### src/sv/assert_macros.svh
// shared assertion macros for the scorer
`ifndef ASSERT_MACROS_SVH
`define ASSERT_MACROS_SVH

// consequent must hold in the same cycle as the antecedent
`define ASSERT_IMPLIES(lbl, ck, rn, ante, cons, msg) \
    lbl: assert property (@(posedge ck) disable iff (!rn) (ante) |-> (cons)) \
        else $error(msg);

// consequent must hold in the cycle after the antecedent
`define ASSERT_NEXT(lbl, ck, rn, ante, cons, msg) \
    lbl: assert property (@(posedge ck) disable iff (!rn) (ante) |=> (cons)) \
        else $error(msg);

`endif

### src/sv/fss_fifo.sv
`include "assert_macros.svh"

module fss_fifo #(
    parameter type T = logic
) (
    input  logic       clk,
    input  logic       rst_n,
    input  logic       push,
    input  T           wdata,
    input  logic       pop,
    output T           rdata,
    output logic [1:0] count,
    output logic       full,
    output logic       empty
);

    T           mem [2];
    logic       wr_ptr_reg, wr_ptr_next;
    logic       rd_ptr_reg, rd_ptr_next;
    logic [1:0] count_reg, count_next;
    logic       do_push, do_pop;

    assign full    = (count_reg == 2'd2);
    assign empty   = (count_reg == 2'd0);
    assign count   = count_reg;
    assign rdata   = mem[rd_ptr_reg];
    assign do_push = push && !full;
    assign do_pop  = pop && !empty;

    always_comb
    begin
        wr_ptr_next = do_push ? !wr_ptr_reg : wr_ptr_reg;
        rd_ptr_next = do_pop ? !rd_ptr_reg : rd_ptr_reg;
        count_next  = count_reg;
        if (do_push && !do_pop)
        begin
            count_next = count_reg + 2'd1;
        end
        else if (!do_push && do_pop)
        begin
            count_next = count_reg - 2'd1;
        end
    end

    always_ff @(posedge clk or negedge rst_n)
    begin
        if (!rst_n)
        begin
            wr_ptr_reg <= 1'b0;
            rd_ptr_reg <= 1'b0;
            count_reg  <= 2'd0;
        end
        else
        begin
            wr_ptr_reg <= wr_ptr_next;
            rd_ptr_reg <= rd_ptr_next;
            count_reg  <= count_next;
        end
    end

    always_ff @(posedge clk)
    begin
        if (do_push)
        begin
            mem[wr_ptr_reg] <= wdata;
        end
    end

    `ASSERT_IMPLIES(a_fifo_no_overflow, clk, rst_n, push && full, 1'b0, "fifo push while full")

endmodule

### config.mk
export PLATFORM = sky130hd
export DESIGN_NAME = fss_fifo
export DESIGN_NICKNAME = d
export VERILOG_FILES = /design/src/sv/fss_fifo.sv
export VERILOG_INCLUDE_DIRS = /design/src /design/src/sv
export SDC_FILE = /design/constraint.sdc
export NUM_CORES = 1
export LEC_CHECK = 0
export BUFFER_PORTS_ARGS = -buffer_cell sky130_fd_sc_hd__buf_4
export CAP_MARGIN = 20
export CORE_AREA = 2 2 39 41
export CTS_CLUSTER_SIZE = 8
export DETAILED_ROUTE_END_ITERATION = 10
export DIE_AREA = 0 0 41 43
export GPL_TIMING_DRIVEN = 1
export SKIP_CTS_REPAIR_TIMING = 1
export SLEW_MARGIN = 20
export SYNTH_ARGS = -nofsm -noshare
export SYNTH_HDL_FRONTEND = slang
export SYNTH_SLANG_ARGS = --single-unit
### constraint.sdc
create_clock -name clk -period 1.45 [get_ports clk]
set_input_delay 0.29 -clock clk [delete_from_list [all_inputs] [get_ports clk]]
set_output_delay 0.29 -clock clk [all_outputs]
set_load 0.01 [all_outputs]
## Word level (Yosys, flattened, before mapping)

Memory sizes are Yosys's and may differ from the RTL's.
Index checks and enable logic that the tools add are counted.

- Flip-flop bits (word level): 4
- RAM bits: 2
- Input bits: 5
- Output and inout bits: 5
- Memories kept: 1

Memories:

| memory | depth | bits a word | rd ports | clocked after memory_dff | wr ports | RTL line | RTL |
|---|---|---|---|---|---|---|---|
| mem | 2 | 1 | 1 | 0 | 1 | fss_fifo.sv:17 | `T mem [2];` |

- Add/sub/neg operators: 2
- Equality and inequality tests: 1
- Multiplexer cells: 4
- Reductions and logical operators: 12

Operators by type and width:

| cell | number |
|---|---|
| $logic_not A1 Y1 | 6 |
| $logic_and A1 B1 Y1 | 4 |
| $mux W2 | 2 |
| $add A2 B1 Y2 const B | 1 |
| $eq A2 B2 Y1 const B | 1 |
| $logic_not A2 Y1 | 1 |
| $mux W1 | 2 |
| $reduce_bool A2 Y1 | 1 |
| $sub A2 B1 Y2 const B | 1 |

## Logic depth before layout (Yosys ltp)

- Depth in word-level cells: 7
- Mapped depth: 7
- Mapped depth without buffers: 7

## Worst setup path before layout

OpenSTA, ideal clock, no wires.

- Kind: register to register
- Start: reg count_reg[0] (netlist: count[0])
- End: reg count_reg[1] (netlist: count[1])
- Data arrival time: 1.365 ns
- Slack: 0.005 ns
- Stages on the path, launching flop included: 8
- Buffers on the path: 0
- Period minus slack after synthesis: 1.445 ns
- Cell sequence: dfrtp_1 nand2b_1 nand2_1 inv_1 ha_1 xor2_1 nor2_1 xor2_1

- Cells in the longest elaborated chain, start to end: 6
- Elaborated cells between the ends (all ways): 15

RTL lines:

| what | RTL line | RTL |
|---|---|---|
| start: declaration | fss_fifo.sv:20 | `logic [1:0] count_reg, count_next;` |
| start signal: assignment | fss_fifo.sv:57 | `count_reg <= count_next;` |
| $eq A2 B2 Y1 (*) | fss_fifo.sv:23 | `assign full = (count_reg == 2'd2);` |
| $logic_not A1 Y1 (*) | fss_fifo.sv:27 | `assign do_push = push && !full;` |
| $logic_and A1 B1 Y1 (*) | fss_fifo.sv:27 |  |
| net do_push | fss_fifo.sv:21 | `logic do_push, do_pop;` |
| $logic_not A1 Y1 | fss_fifo.sv:39 | `else if (!do_push && do_pop)` |
| $logic_and A1 B1 Y1 | fss_fifo.sv:39 |  |
| $reduce_bool A2 Y1 (no source line) | - |  |

The timed path passes the listed nets; every way through them passes the cells marked *. The select of a mux whose other input is x is not followed.
A chain may end at the register's enable or synchronous reset.

## Worst setup path after layout

Same ends and word-level chain as after synthesis.

==> out/results.txt <==
Largest net degree at the start of global routing: 6
Routed len/inst: 9.44 um
FF-to-FF path depth: 7
Largest stage delay, worst path: 0.41 ns
Dpl cells: 49
Fin. max-slew vios: 0
Seq/Total Area, Yosys: 59.8%
Final Hold Vio Count: 0
Die width: 41 um
Routability Congestion: 0.703
Setup crit start kind: flop
Crit path kind: flop to flop
Commonest non-fill, non-tap cells in the layout: buf_4, dfrtp_1, nor2_1, xnor2_1, clkbuf_4
Initial antenna violation count: 0
Worst Hold End: mem[0]
Worst-path cell chain: nand2b_4 > nand2_2 > inv_1 > ha_1 > xor2_1 > nor2_1 > xor2_1
Reg-to-reg setup timing slack: 0.07 ns
Max-cap check violation count: 0
PnR worst setup slack: 0.0669 ns
I/O pin total: 10
Pre-CTS setup slack: 0.0494 ns
Syn Nets: 28
Port bufs: 9
Number of antenna diodes: 0
CTS tree: yes
Total power per unit cell area: 2230 nW/um^2
Drt via density: 3.93
Setup-failing EPs final: 0
Rows: 14
Bufs on Longest Clock Path: 2
Total GRT Usage: 8.21%
Total gr overflow: 0
Final min period: 1.38 ns
Library cells used by synthesis: 12
Sink Count: 6
Crit Reg-Reg Endpoint: count[1]
Post-Syn Area per Cell: 12.2 sq um
Slowest-stage cell, CP: dfrtp_1
# DRC: 0
Most common cell on crit path: xor2_1
Worst skew pair latency: 0.25 ns
CTS buffer count: 3
Pin slew with the least headroom to its limit: 0.253 ns
Critical path fanouts, max: 4
Clk root buf: clkbuf_4
VDD IR max: 565 uV
Skew final: 0.00626 ns
Die ar.: 1760 sq um
Status: complete, no violations
Final ANT Viol Nets: 0
Final non-filler cell total: 54
Leak Pwr: 0.000205 uW
HP Start: wdata
Fmax: 723 MHz
Slew headroom: 83.1%
Worst EP arrival: 1.55 ns
Critical Path Sink Type: flop
DRT iter0 DRCs: 2
Syn-to-layout area delta: 57.0%
Vias in the first global route: 196
Cell count after synthesis: 22
Ys Warns: 0
Final HPWL from detailed placement: 378 um
Total number of vias: 212
Req. time, crit path: 1.62 ns
Synthesized cell area: 268 sq um
Hold crit path type: input pin to flop
# H-tree levels: 1
TritonRoute pass-1 iters: 4
Period utilisation layout: 95.4%
Layout cells sized above 1: 47.4%
Initial core utilization: 19.3%
R2R Path Start: count[0]
Commonest non-fill, non-tap cell in the layout: buf_4
Worst Hold Depth: 1
Total core area: 1380 sq um
Global-route wire length before repair: 807 um
Final Total Pwr: 936 uW
Nets: 45
Die height: 43 um
DRT Wirelength: 510 um
Flops & latches, synth: 6
Reg clk slew, reported paths: 0.05 ns
## where the power goes
| part | switching (uW) | internal (uW) | leakage [uW] |
|---|---|---|---|
| clock | 66.1 | 105 | 0.0000150 |
| sequential | 74.0 | 254 | 0.0000652 |
| combinational | 181 | 256 | 0.000125 |
## worst max-delay path by stage
stage,cells past startpoint,to,startpoint
global placement,6,count[1],count[0]
finish,7,count[1],count[0]
floorplan,7,count[1],count[0]
detailed placement,6,count[1],count[0]
global route,7,count[1],count[1]
CTS,6,count[1],count[0]
## per-stage QoR
stage                     utilization, %   TNS, ns  cell area, sq um  hold slack [ns]
after CTS                           28.7         0               397           -0.177
after global placement              26.8         0               370           0.0919
after global routing                30.4  -0.00406               420            0.217
final                               30.4         0               420            0.226
after detailed placement            26.8         0               370           0.0896
after floorplan                        -         0               268         -0.00559
## area by class of cell
type | instances | area, sq um
Sequential cell | 6 | 160
Fill cell | 147 | 963
Timing Repair Buffer | 12 | 92.6
Tap cell | 16 | 20.0
Clock buffer | 4 | 26.3
Multi-Input combinational cell | 14 | 114
Inverter | 2 | 7.51
## synth_stat cells
master / count / area share [%]
mux2_2: 1 / 4.2
o21ai_1: 1 / 1.9
and3_1: 1 / 2.3
nand2_1: 1 / 1.4
nor2_1: 3 / 4.2
edfxtp_1: 2 / 22
nand2b_1: 1 / 2.3
inv_1: 2 / 2.8
dfrtp_1: 4 / 37
xnor2_1: 3 / 9.8
ha_1: 1 / 4.7
xor2_1: 2 / 6.5
## kinds of logic after synthesis
logic type	Yosys count	synth area share (%)
adders and majority gates	1	4.67
buffers and inverters	2	2.80
DFF	6	59.8
muxes	1	4.21
AOI/OAI and AO/OA	1	1.87
and+or+nand+nor	6	10.3
xor gates and xnor gates	5	16.4
## routing by layer
layer  GRT usage (%)  vias up  wire [um]
met1            7.62       99        203
li1                -      102          -
met2            9.06        7        231
met4            14.0        0         38
met5               0        -          0
met3            4.19        4         37
## critical path: cells and delay by family (launching register included)
| kind | cells | cell delay [ns] |
|---|---|---|
| xor+xnor | 2 | 0.28 |
| fa+ha+maj | 1 | 0.19 |
| buf+inv | 1 | 0.04 |
| flops | 1 | 0.41 |
| simple gates | 3 | 0.38 |
Note: power is estimated with default switching activity, not from simulation.
