File: src/sv/assert_macros.svh
// shared assertion macros for the scorer
`ifndef ASSERT_MACROS_SVH
`define ASSERT_MACROS_SVH

// consequent must hold in the same cycle as the antecedent
`define ASSERT_IMPLIES(lbl, ck, rn, ante, cons, msg) \
    lbl: assert property (@(posedge ck) disable iff (!rn) (ante) |-> (cons)) \
        else $error(msg);

// consequent must hold in the cycle after the antecedent
`define ASSERT_NEXT(lbl, ck, rn, ante, cons, msg) \
    lbl: assert property (@(posedge ck) disable iff (!rn) (ante) |=> (cons)) \
        else $error(msg);

`endif

File: src/sv/fss_pkg.sv
package fss_pkg;

    localparam int SUM_W   = 48;
    localparam int NUM_W   = 54;
    localparam int FRAC_W  = 16;
    localparam int DVD_W   = NUM_W + FRAC_W;
    localparam int SCORE_W = 40;

    localparam logic [1:0] REG_METRIC    = 2'd0;
    localparam logic [1:0] REG_COUNT     = 2'd1;
    localparam logic [1:0] REG_WEIGHTING = 2'd2;

    localparam logic [2:0] METRIC_RESET = 3'd1;
    localparam logic [15:0] WEIGHT_ONE  = 16'd256;

    typedef enum logic [2:0] {
        METRIC_HAMMING   = 3'd0,
        METRIC_TANIMOTO  = 3'd1,
        METRIC_TV_REF    = 3'd2,
        METRIC_TV_COMP   = 3'd3,
        METRIC_DICE      = 3'd4,
        METRIC_SOERGEL   = 3'd5
    } metric_t;

    typedef struct packed {
        logic [7:0]  ref_value;
        logic [7:0]  comp_value;
        logic [15:0] weight;
        logic        last;
    } item_t;

    typedef struct packed {
        logic [SCORE_W-1:0] score;
        logic               zero_denominator;
    } result_t;

    // sums of one finished pair plus the mode it is scored under
    typedef struct packed {
        logic [SUM_W-1:0] sum_ref;
        logic [SUM_W-1:0] sum_comp;
        logic [SUM_W-1:0] sum_both;
        logic [SUM_W-1:0] sum_diff;
        logic [SUM_W-1:0] sum_max;
        logic [2:0]       metric;
        logic             count_mode;
    } snap_t;

endpackage

File: src/sv/fss_front.sv
`include "assert_macros.svh"

module fss_front (
    input  logic          clk,
    input  logic          rst_n,
    input  logic          push,
    input  fss_pkg::item_t item,
    output logic          full,
    input  logic          count_mode,
    input  logic          weighting_on,
    input  logic [2:0]    metric,
    input  logic [1:0]    mid_count,
    output logic          mid_push,
    output fss_pkg::snap_t mid_data
);
    import fss_pkg::*;

    // stage 1: captured element
    logic        v1_reg;
    logic [7:0]  r1_reg, c1_reg;
    logic [15:0] w1_reg;
    logic        last1_reg, cm1_reg;
    // stage 2: first products
    logic        v2_reg;
    logic [7:0]  r2_reg, c2_reg;
    logic [15:0] w2_reg;
    logic [23:0] wr2_reg, wc2_reg, wd2_reg, wm2_reg;
    logic        last2_reg, cm2_reg;

    logic [SUM_W-1:0] sref_reg, scomp_reg, sboth_reg, sdiff_reg, smax_reg;
    logic [SUM_W-1:0] sref_next, scomp_next, sboth_next, sdiff_next, smax_next;

    logic [2:0]  pending;
    logic        accept;
    logic [7:0]  d1, m1;
    logic [31:0] add_ref, add_comp, add_both, add_diff, add_max;

    function automatic logic [SUM_W-1:0] sat_add(input logic [SUM_W-1:0] acc,
                                                 input logic [31:0] v);
        logic [SUM_W:0] s;
        s = {1'b0, acc} + {{(SUM_W-31){1'b0}}, v};
        return s[SUM_W] ? {SUM_W{1'b1}} : s[SUM_W-1:0];
    endfunction

    // hold off while two finished pairs could already be waiting
    assign pending = {1'b0, mid_count} + {2'b0, v1_reg && last1_reg}
                   + {2'b0, v2_reg && last2_reg};
    assign full   = (pending >= 3'd2);
    assign accept = push && !full;

    assign d1 = (r1_reg > c1_reg) ? r1_reg - c1_reg : c1_reg - r1_reg;
    assign m1 = (r1_reg > c1_reg) ? r1_reg : c1_reg;

    always_ff @(posedge clk or negedge rst_n)
    begin
        if (!rst_n)
        begin
            v1_reg <= 1'b0;
            v2_reg <= 1'b0;
        end
        else
        begin
            v1_reg <= accept;
            v2_reg <= v1_reg;
        end
    end

    always_ff @(posedge clk)
    begin
        r1_reg    <= item.ref_value;
        c1_reg    <= item.comp_value;
        w1_reg    <= weighting_on ? item.weight : WEIGHT_ONE;
        last1_reg <= item.last;
        cm1_reg   <= count_mode;
        r2_reg    <= r1_reg;
        c2_reg    <= c1_reg;
        w2_reg    <= w1_reg;
        wr2_reg   <= w1_reg * r1_reg;
        wc2_reg   <= w1_reg * c1_reg;
        wd2_reg   <= w1_reg * d1;
        wm2_reg   <= w1_reg * m1;
        last2_reg <= last1_reg;
        cm2_reg   <= cm1_reg;
    end

    always_comb
    begin
        add_ref  = '0;
        add_comp = '0;
        add_both = '0;
        add_diff = '0;
        add_max  = '0;
        if (cm2_reg)
        begin
            add_ref  = wr2_reg * r2_reg;
            add_comp = wc2_reg * c2_reg;
            add_both = wr2_reg * c2_reg;
            add_diff = {8'd0, wd2_reg};
            add_max  = {8'd0, wm2_reg};
        end
        else
        begin
            if (r2_reg != 8'd0 && c2_reg == 8'd0)
            begin
                add_ref = {16'd0, w2_reg};
            end
            if (r2_reg == 8'd0 && c2_reg != 8'd0)
            begin
                add_comp = {16'd0, w2_reg};
            end
            if (r2_reg != 8'd0 && c2_reg == r2_reg)
            begin
                add_both = {16'd0, w2_reg};
            end
        end
        sref_next  = sat_add(sref_reg, add_ref);
        scomp_next = sat_add(scomp_reg, add_comp);
        sboth_next = sat_add(sboth_reg, add_both);
        sdiff_next = sat_add(sdiff_reg, add_diff);
        smax_next  = sat_add(smax_reg, add_max);
    end

    assign mid_push            = v2_reg && last2_reg;
    assign mid_data.sum_ref    = sref_next;
    assign mid_data.sum_comp   = scomp_next;
    assign mid_data.sum_both   = sboth_next;
    assign mid_data.sum_diff   = sdiff_next;
    assign mid_data.sum_max    = smax_next;
    assign mid_data.metric     = metric;
    assign mid_data.count_mode = cm2_reg;

    always_ff @(posedge clk or negedge rst_n)
    begin
        if (!rst_n)
        begin
            sref_reg  <= '0;
            scomp_reg <= '0;
            sboth_reg <= '0;
            sdiff_reg <= '0;
            smax_reg  <= '0;
        end
        else if (v2_reg)
        begin
            if (last2_reg)
            begin
                sref_reg  <= '0;
                scomp_reg <= '0;
                sboth_reg <= '0;
                sdiff_reg <= '0;
                smax_reg  <= '0;
            end
            else
            begin
                sref_reg  <= sref_next;
                scomp_reg <= scomp_next;
                sboth_reg <= sboth_next;
                sdiff_reg <= sdiff_next;
                smax_reg  <= smax_next;
            end
        end
    end

    `ASSERT_IMPLIES(a_front_room, clk, rst_n, mid_push, mid_count != 2'd2, "pair queue overrun")

endmodule

File: config.mk
export PLATFORM = sky130hd
export DESIGN_NAME = fss_front
export DESIGN_NICKNAME = d
export VERILOG_FILES = /design/src/sv/fss_pkg.sv /design/src/sv/fss_front.sv
export VERILOG_INCLUDE_DIRS = /design/src /design/src/sv
export SDC_FILE = /design/constraint.sdc
export NUM_CORES = 2
export LEC_CHECK = 0
export BUFFER_PORTS_ARGS = -buffer_cell sky130_fd_sc_hd__buf_2
export CAP_MARGIN = 20
export CORE_UTILIZATION = 56
export CTS_BUF_LIST = sky130_fd_sc_hd__clkbuf_2
export DETAILED_ROUTE_END_ITERATION = 8
export PLACE_DENSITY = 0.87
export SKIP_CTS_REPAIR_TIMING = 1
export SYNTH_ARGS = -nofsm -noshare
export SYNTH_HDL_FRONTEND = slang
export SYNTH_SLANG_ARGS = --single-unit
File: constraint.sdc
create_clock -name clk -period 7.8 [get_ports clk]
set_input_delay 1.17 -clock clk [delete_from_list [all_inputs] [get_ports clk]]
set_output_delay 1.17 -clock clk [all_outputs]
set_load 0.02 [all_outputs]
Word level (Yosys, flattened, before mapping)
Index checks and enable logic that the tools add are counted.
Cells by class
  $add $sub $neg: 9
  multipliers: 7
  divide/modulo/power cells: 0
  order comparisons: 2
  eq/ne operators: 1
  shift operators: 0
  muxes and demuxes: 20
  bitwise logic cells: 0
  reduce and logical (&&, ||, !) cells: 11
Operator list (count)
  48-bit two-way mux: 10
  48-bit by 32-bit adder with 49-bit output: 4
  16-bit by 8-bit multiplier with 24-bit output: 4
  24-bit by 8-bit multiplier with 32-bit output: 3
  32-bit two-way mux: 3
  48-bit by 24-bit adder with 49-bit output: 1
  16-bit two-way mux: 3
  24-bit two-way mux: 2
  8-bit zero test: 2
  8-bit two-way mux: 2
  8-bit nonzero test: 2
  8-bit subtractor: 2
  8-bit == test: 1
  8-bit > comparator: 1
  1-bit logical AND: 6
  2-bit by 1-bit adder with 3-bit output: 1
  3-bit by 1-bit adder with 3-bit output: 1
  3-bit by 2-bit greater-or-equal comparator with 1-bit output (second input constant): 1
  1-bit zero test: 1
Word-level totals
  bits in registers: 406
  latch bits: 0
  RAM bits: 0
  bits in read-only memories: 0
  input bits: 43
  output and inout bits: 246
  word-level logic and storage cells: 71
  memories: 0

Longest topological paths before layout
  depth after elaboration: 7
  mapped depth: 35
  gate-level depth less buffers: 31

Worst setup path after synthesis
No wires, ideal clock.
  path type: reg-to-output
  from: register c2_reg[2]
  to: output port mid_data[139] (netlist name)
  data arrival time: 7.258 ns
  data required time: 6.630 ns
  path slack: -0.628 ns
  stages on the path, launching flop included: 32
  path buffers: 4
  cells stage by stage: dfxtp_1 clkbuf_1 clkbuf_1 nand2_1 fa_1 fa_1 inv_1 fa_1 inv_1 fa_1 inv_1 ha_1 or3_1 a211oi_1 o21bai_1 a21oi_1 o21bai_1 a21oi_1 xor2_1 o22ai_1 ha_1 clkbuf_1 nand4_1 or2_2 a211oi_1 o21ai_0 a211oi_1 nor2_1 o21ai_2 buf_2 a21oi_1 a31oi_1
RTL lines
  start, declared: RTL line fss_front.sv:25  | logic [7:0] r2_reg, c2_reg;
  start signal, assigned: RTL line fss_front.sv:76  | c2_reg <= c1_reg;
  end, declared: RTL line fss_front.sv:14  | output fss_pkg::snap_t mid_data

==> flow_summary.json <==
{
  "status": "finished with violations",
  "violations": "design-rule violations, negative setup slack",
  "path_class": "flip-flop to output port",
  "die_w_um": 325,
  "initial_utilization_pct": 56.5,
  "layout-drive-gt1-share_pct": 20.7,
  "hp-start": "mid_count[1]",
  "r2r-start": "c2_reg[4]$_DFF_P_",
  "drv_slew": 0,
  "die_h_um": 325,
  "layout_commonest_cell": "inv_1",
  "gr-total-overflow": 0,
  "final_cell_mix": "inv_1 (777), nand2_1 (748), fa_1 (728)",
  "max_slew_margin_pct": 21.9,
  "synthArstFlopShare_pct": 59.6,
  "tightest_slew_ns": 1.17,
  "fill_cells": 7642,
  "cts_tree": "done",
  "drtIter0Drc": 5495,
  "cp.arrival_ns": 8.59,
  "gr-usage-all-layers_pct": 33.6,
  "synthFlopType": "dfrtp_1",
  "max_freq_ghz": 0.102,
  "grt_pass1_wl_mm": 285,
  "drc": 2,
  "first_pass_iters": 9,
  "syn_area_um2": 58500,
  "ys_ff_latch": 406,
  "io_pins": 289,
  "htreeDepth": 3,
  "crit_start": "c2_reg[4]$_DFF_P_",
  "cts_buffer_depth": 3,
  "cts_root_buffer": "clkbuf_2",
  "placed_cells": 8788,
  "seq_area_frac_synth_pct": 16.0,
  "synth_cell_types": 101,
  "finClkSkew_ns": 0.171,
  "routed_wl_mm": 190,
  "via_per_inst": 6.02,
  "syn_to_final_growth_pct": 19.7,
  "syn_avg_cell_area_um2": 8.64,
  "cts.sinks": 406,
  "globalplace.congestion": 0.991,
  "hold_viol_final": 0,
  "setup_ws_ns": -1.96,
  "vias": 54800,
  "syn_nets": 8043,
  "cts.clk_slew.worst_paths_ns": 0.12,
  "slowest_stage": "fa_1",
  "ant_nets": 0,
  "core.rowCount": 118,
  "synth_edf_count": 0,
  "syn_inst": 6769,
  "dieArea_um2": 106000,
  "final_cells": 9106,
  "worst_path_most_repeated_cell": "buf_4",
  "yosys_warnings": 0,
  "antenna_found_initial": 20,
  "period_share_pct": 125,
  "end_kind": "output port",
  "wl_per_cell_um": 20.8,
  "start_kind": "flip-flop",
  "grt_max_degree": 165,
  "nets": 8897,
  "core_area_um2": 103000,
  "grt_pass1_vias": 54400,
  "worstSkewPairLatency_ns": 1.47,
  "numCtsBuffers": 113,
  "max_cap_viol_count": 0,
  "tns_ns": -250.86,
  "critical_path_required_ns": 6.63,
  "hold_path.class": "input pin to flip-flop",
  "place_hpwl_mm": 142,
  "r2r_slack_ns": 0.27,
  "setup_viol": 144,
  "port_buffers": 282,
  "slowest_delay_ns": 0.54,
  "rsz0062_at_grt": "yes",
  "fin_crit_ns": 9.76,
  "critPathMaxFanout": 32
}
worst max-delay path: cells and delay by family (launching register included):
| family | cells | cell delay [ns] |
|---|---|---|
| fa+ha+maj | 6 | 2.48 |
| compound gates | 10 | 2.24 |
| flops | 1 | 0.40 |
| xor+xnor | 1 | 0.19 |
| buf+inv | 10 | 1.33 |
| simple gates | 3 | 0.53 |
synth_stat cells (78+ instances only):
cell type,n,area [um2]
nand2_1,786,2950
inv_1,785,2950
fa_1,739,14800
and2_1,706,4420
ha_1,492,6160
a21oi_1,334,1670
clkbuf_1,285,1070
nor2_1,256,961
dfrtp_1,242,6060
o21ai_0,214,1070
xnor2_1,203,1780
dfxtp_1,164,3280
a21o_1,160,1200
a22o_1,131,1150
xor2_1,112,981
nor2b_1,108,676
nand3_1,104,521
nor3_1,100,500
a31oi_1,78,488
and3_1,78,488
metrics by stage:
stage	setup slack, ns	instance area (um2)	utilization, %	hold WS (ns)
after floorplan	-0.0332	58800	-	0.310
after global placement	-0.756	65900	63.7	0.310
after detailed placement	-0.990	65900	63.7	0.314
after CTS	-2.46	67000	64.8	-0.326
after global routing	-2.32	70000	67.6	-0.0183
final	-1.96	70000	67.6	0.0265
routing by layer:
metal	wire length (um)	GRT usage [%]	up-vias
li1	-	-	24100
met1	70200	42.1	26700
met2	87900	54.2	3202
met3	21100	9.21	784
met4	10200	15.1	24
met5	176	0	-
cells by family after synthesis:
| logic type | Yosys count | synth area share [%] |
|---|---|---|
| fa+ha+maj | 1231 | 35.8 |
| compound gates | 1292 | 14.9 |
| simple gates | 2379 | 20.8 |
| mux | 27 | 0.492 |
| flops | 406 | 16.0 |
| xor+xnor | 315 | 4.72 |
| buf+inv | 1119 | 7.38 |
final cells by class:
cell class | count | area [um2] | share of cell area, %
Clock buffer | 160 | 801 | 1.14
Tap cell | 1380 | 1730 | 2.47
Timing Repair Buffer | 1071 | 8270 | 11.8
Antenna cell | 5 | 12.5 | 0.0179
Multi-Input combinational cell | 5245 | 46500 | 66.4
Clock inverter | 53 | 344 | 0.491
Inverter | 786 | 2960 | 4.22
Sequential cell | 406 | 9400 | 13.4
path summary, 6_finish.rpt:
path,to,cells past startpoint
setup / recovery,mid_data[107],30
hold / removal,v1_reg$_DFF_PN0_,3
setup reg to reg,sboth_reg[30]$_DFFE_PN0P_,31
hold reg to reg,cm2_reg$_DFF_P_,0
max in group asynchronous,smax_reg[14]$_DFFE_PN0P_,3
min in group asynchronous,sref_reg[0]$_DFFE_PN0P_,2
Power is not shown: default switching activity piles up to over one toggle a cycle in this logic, so the estimate is an artifact.
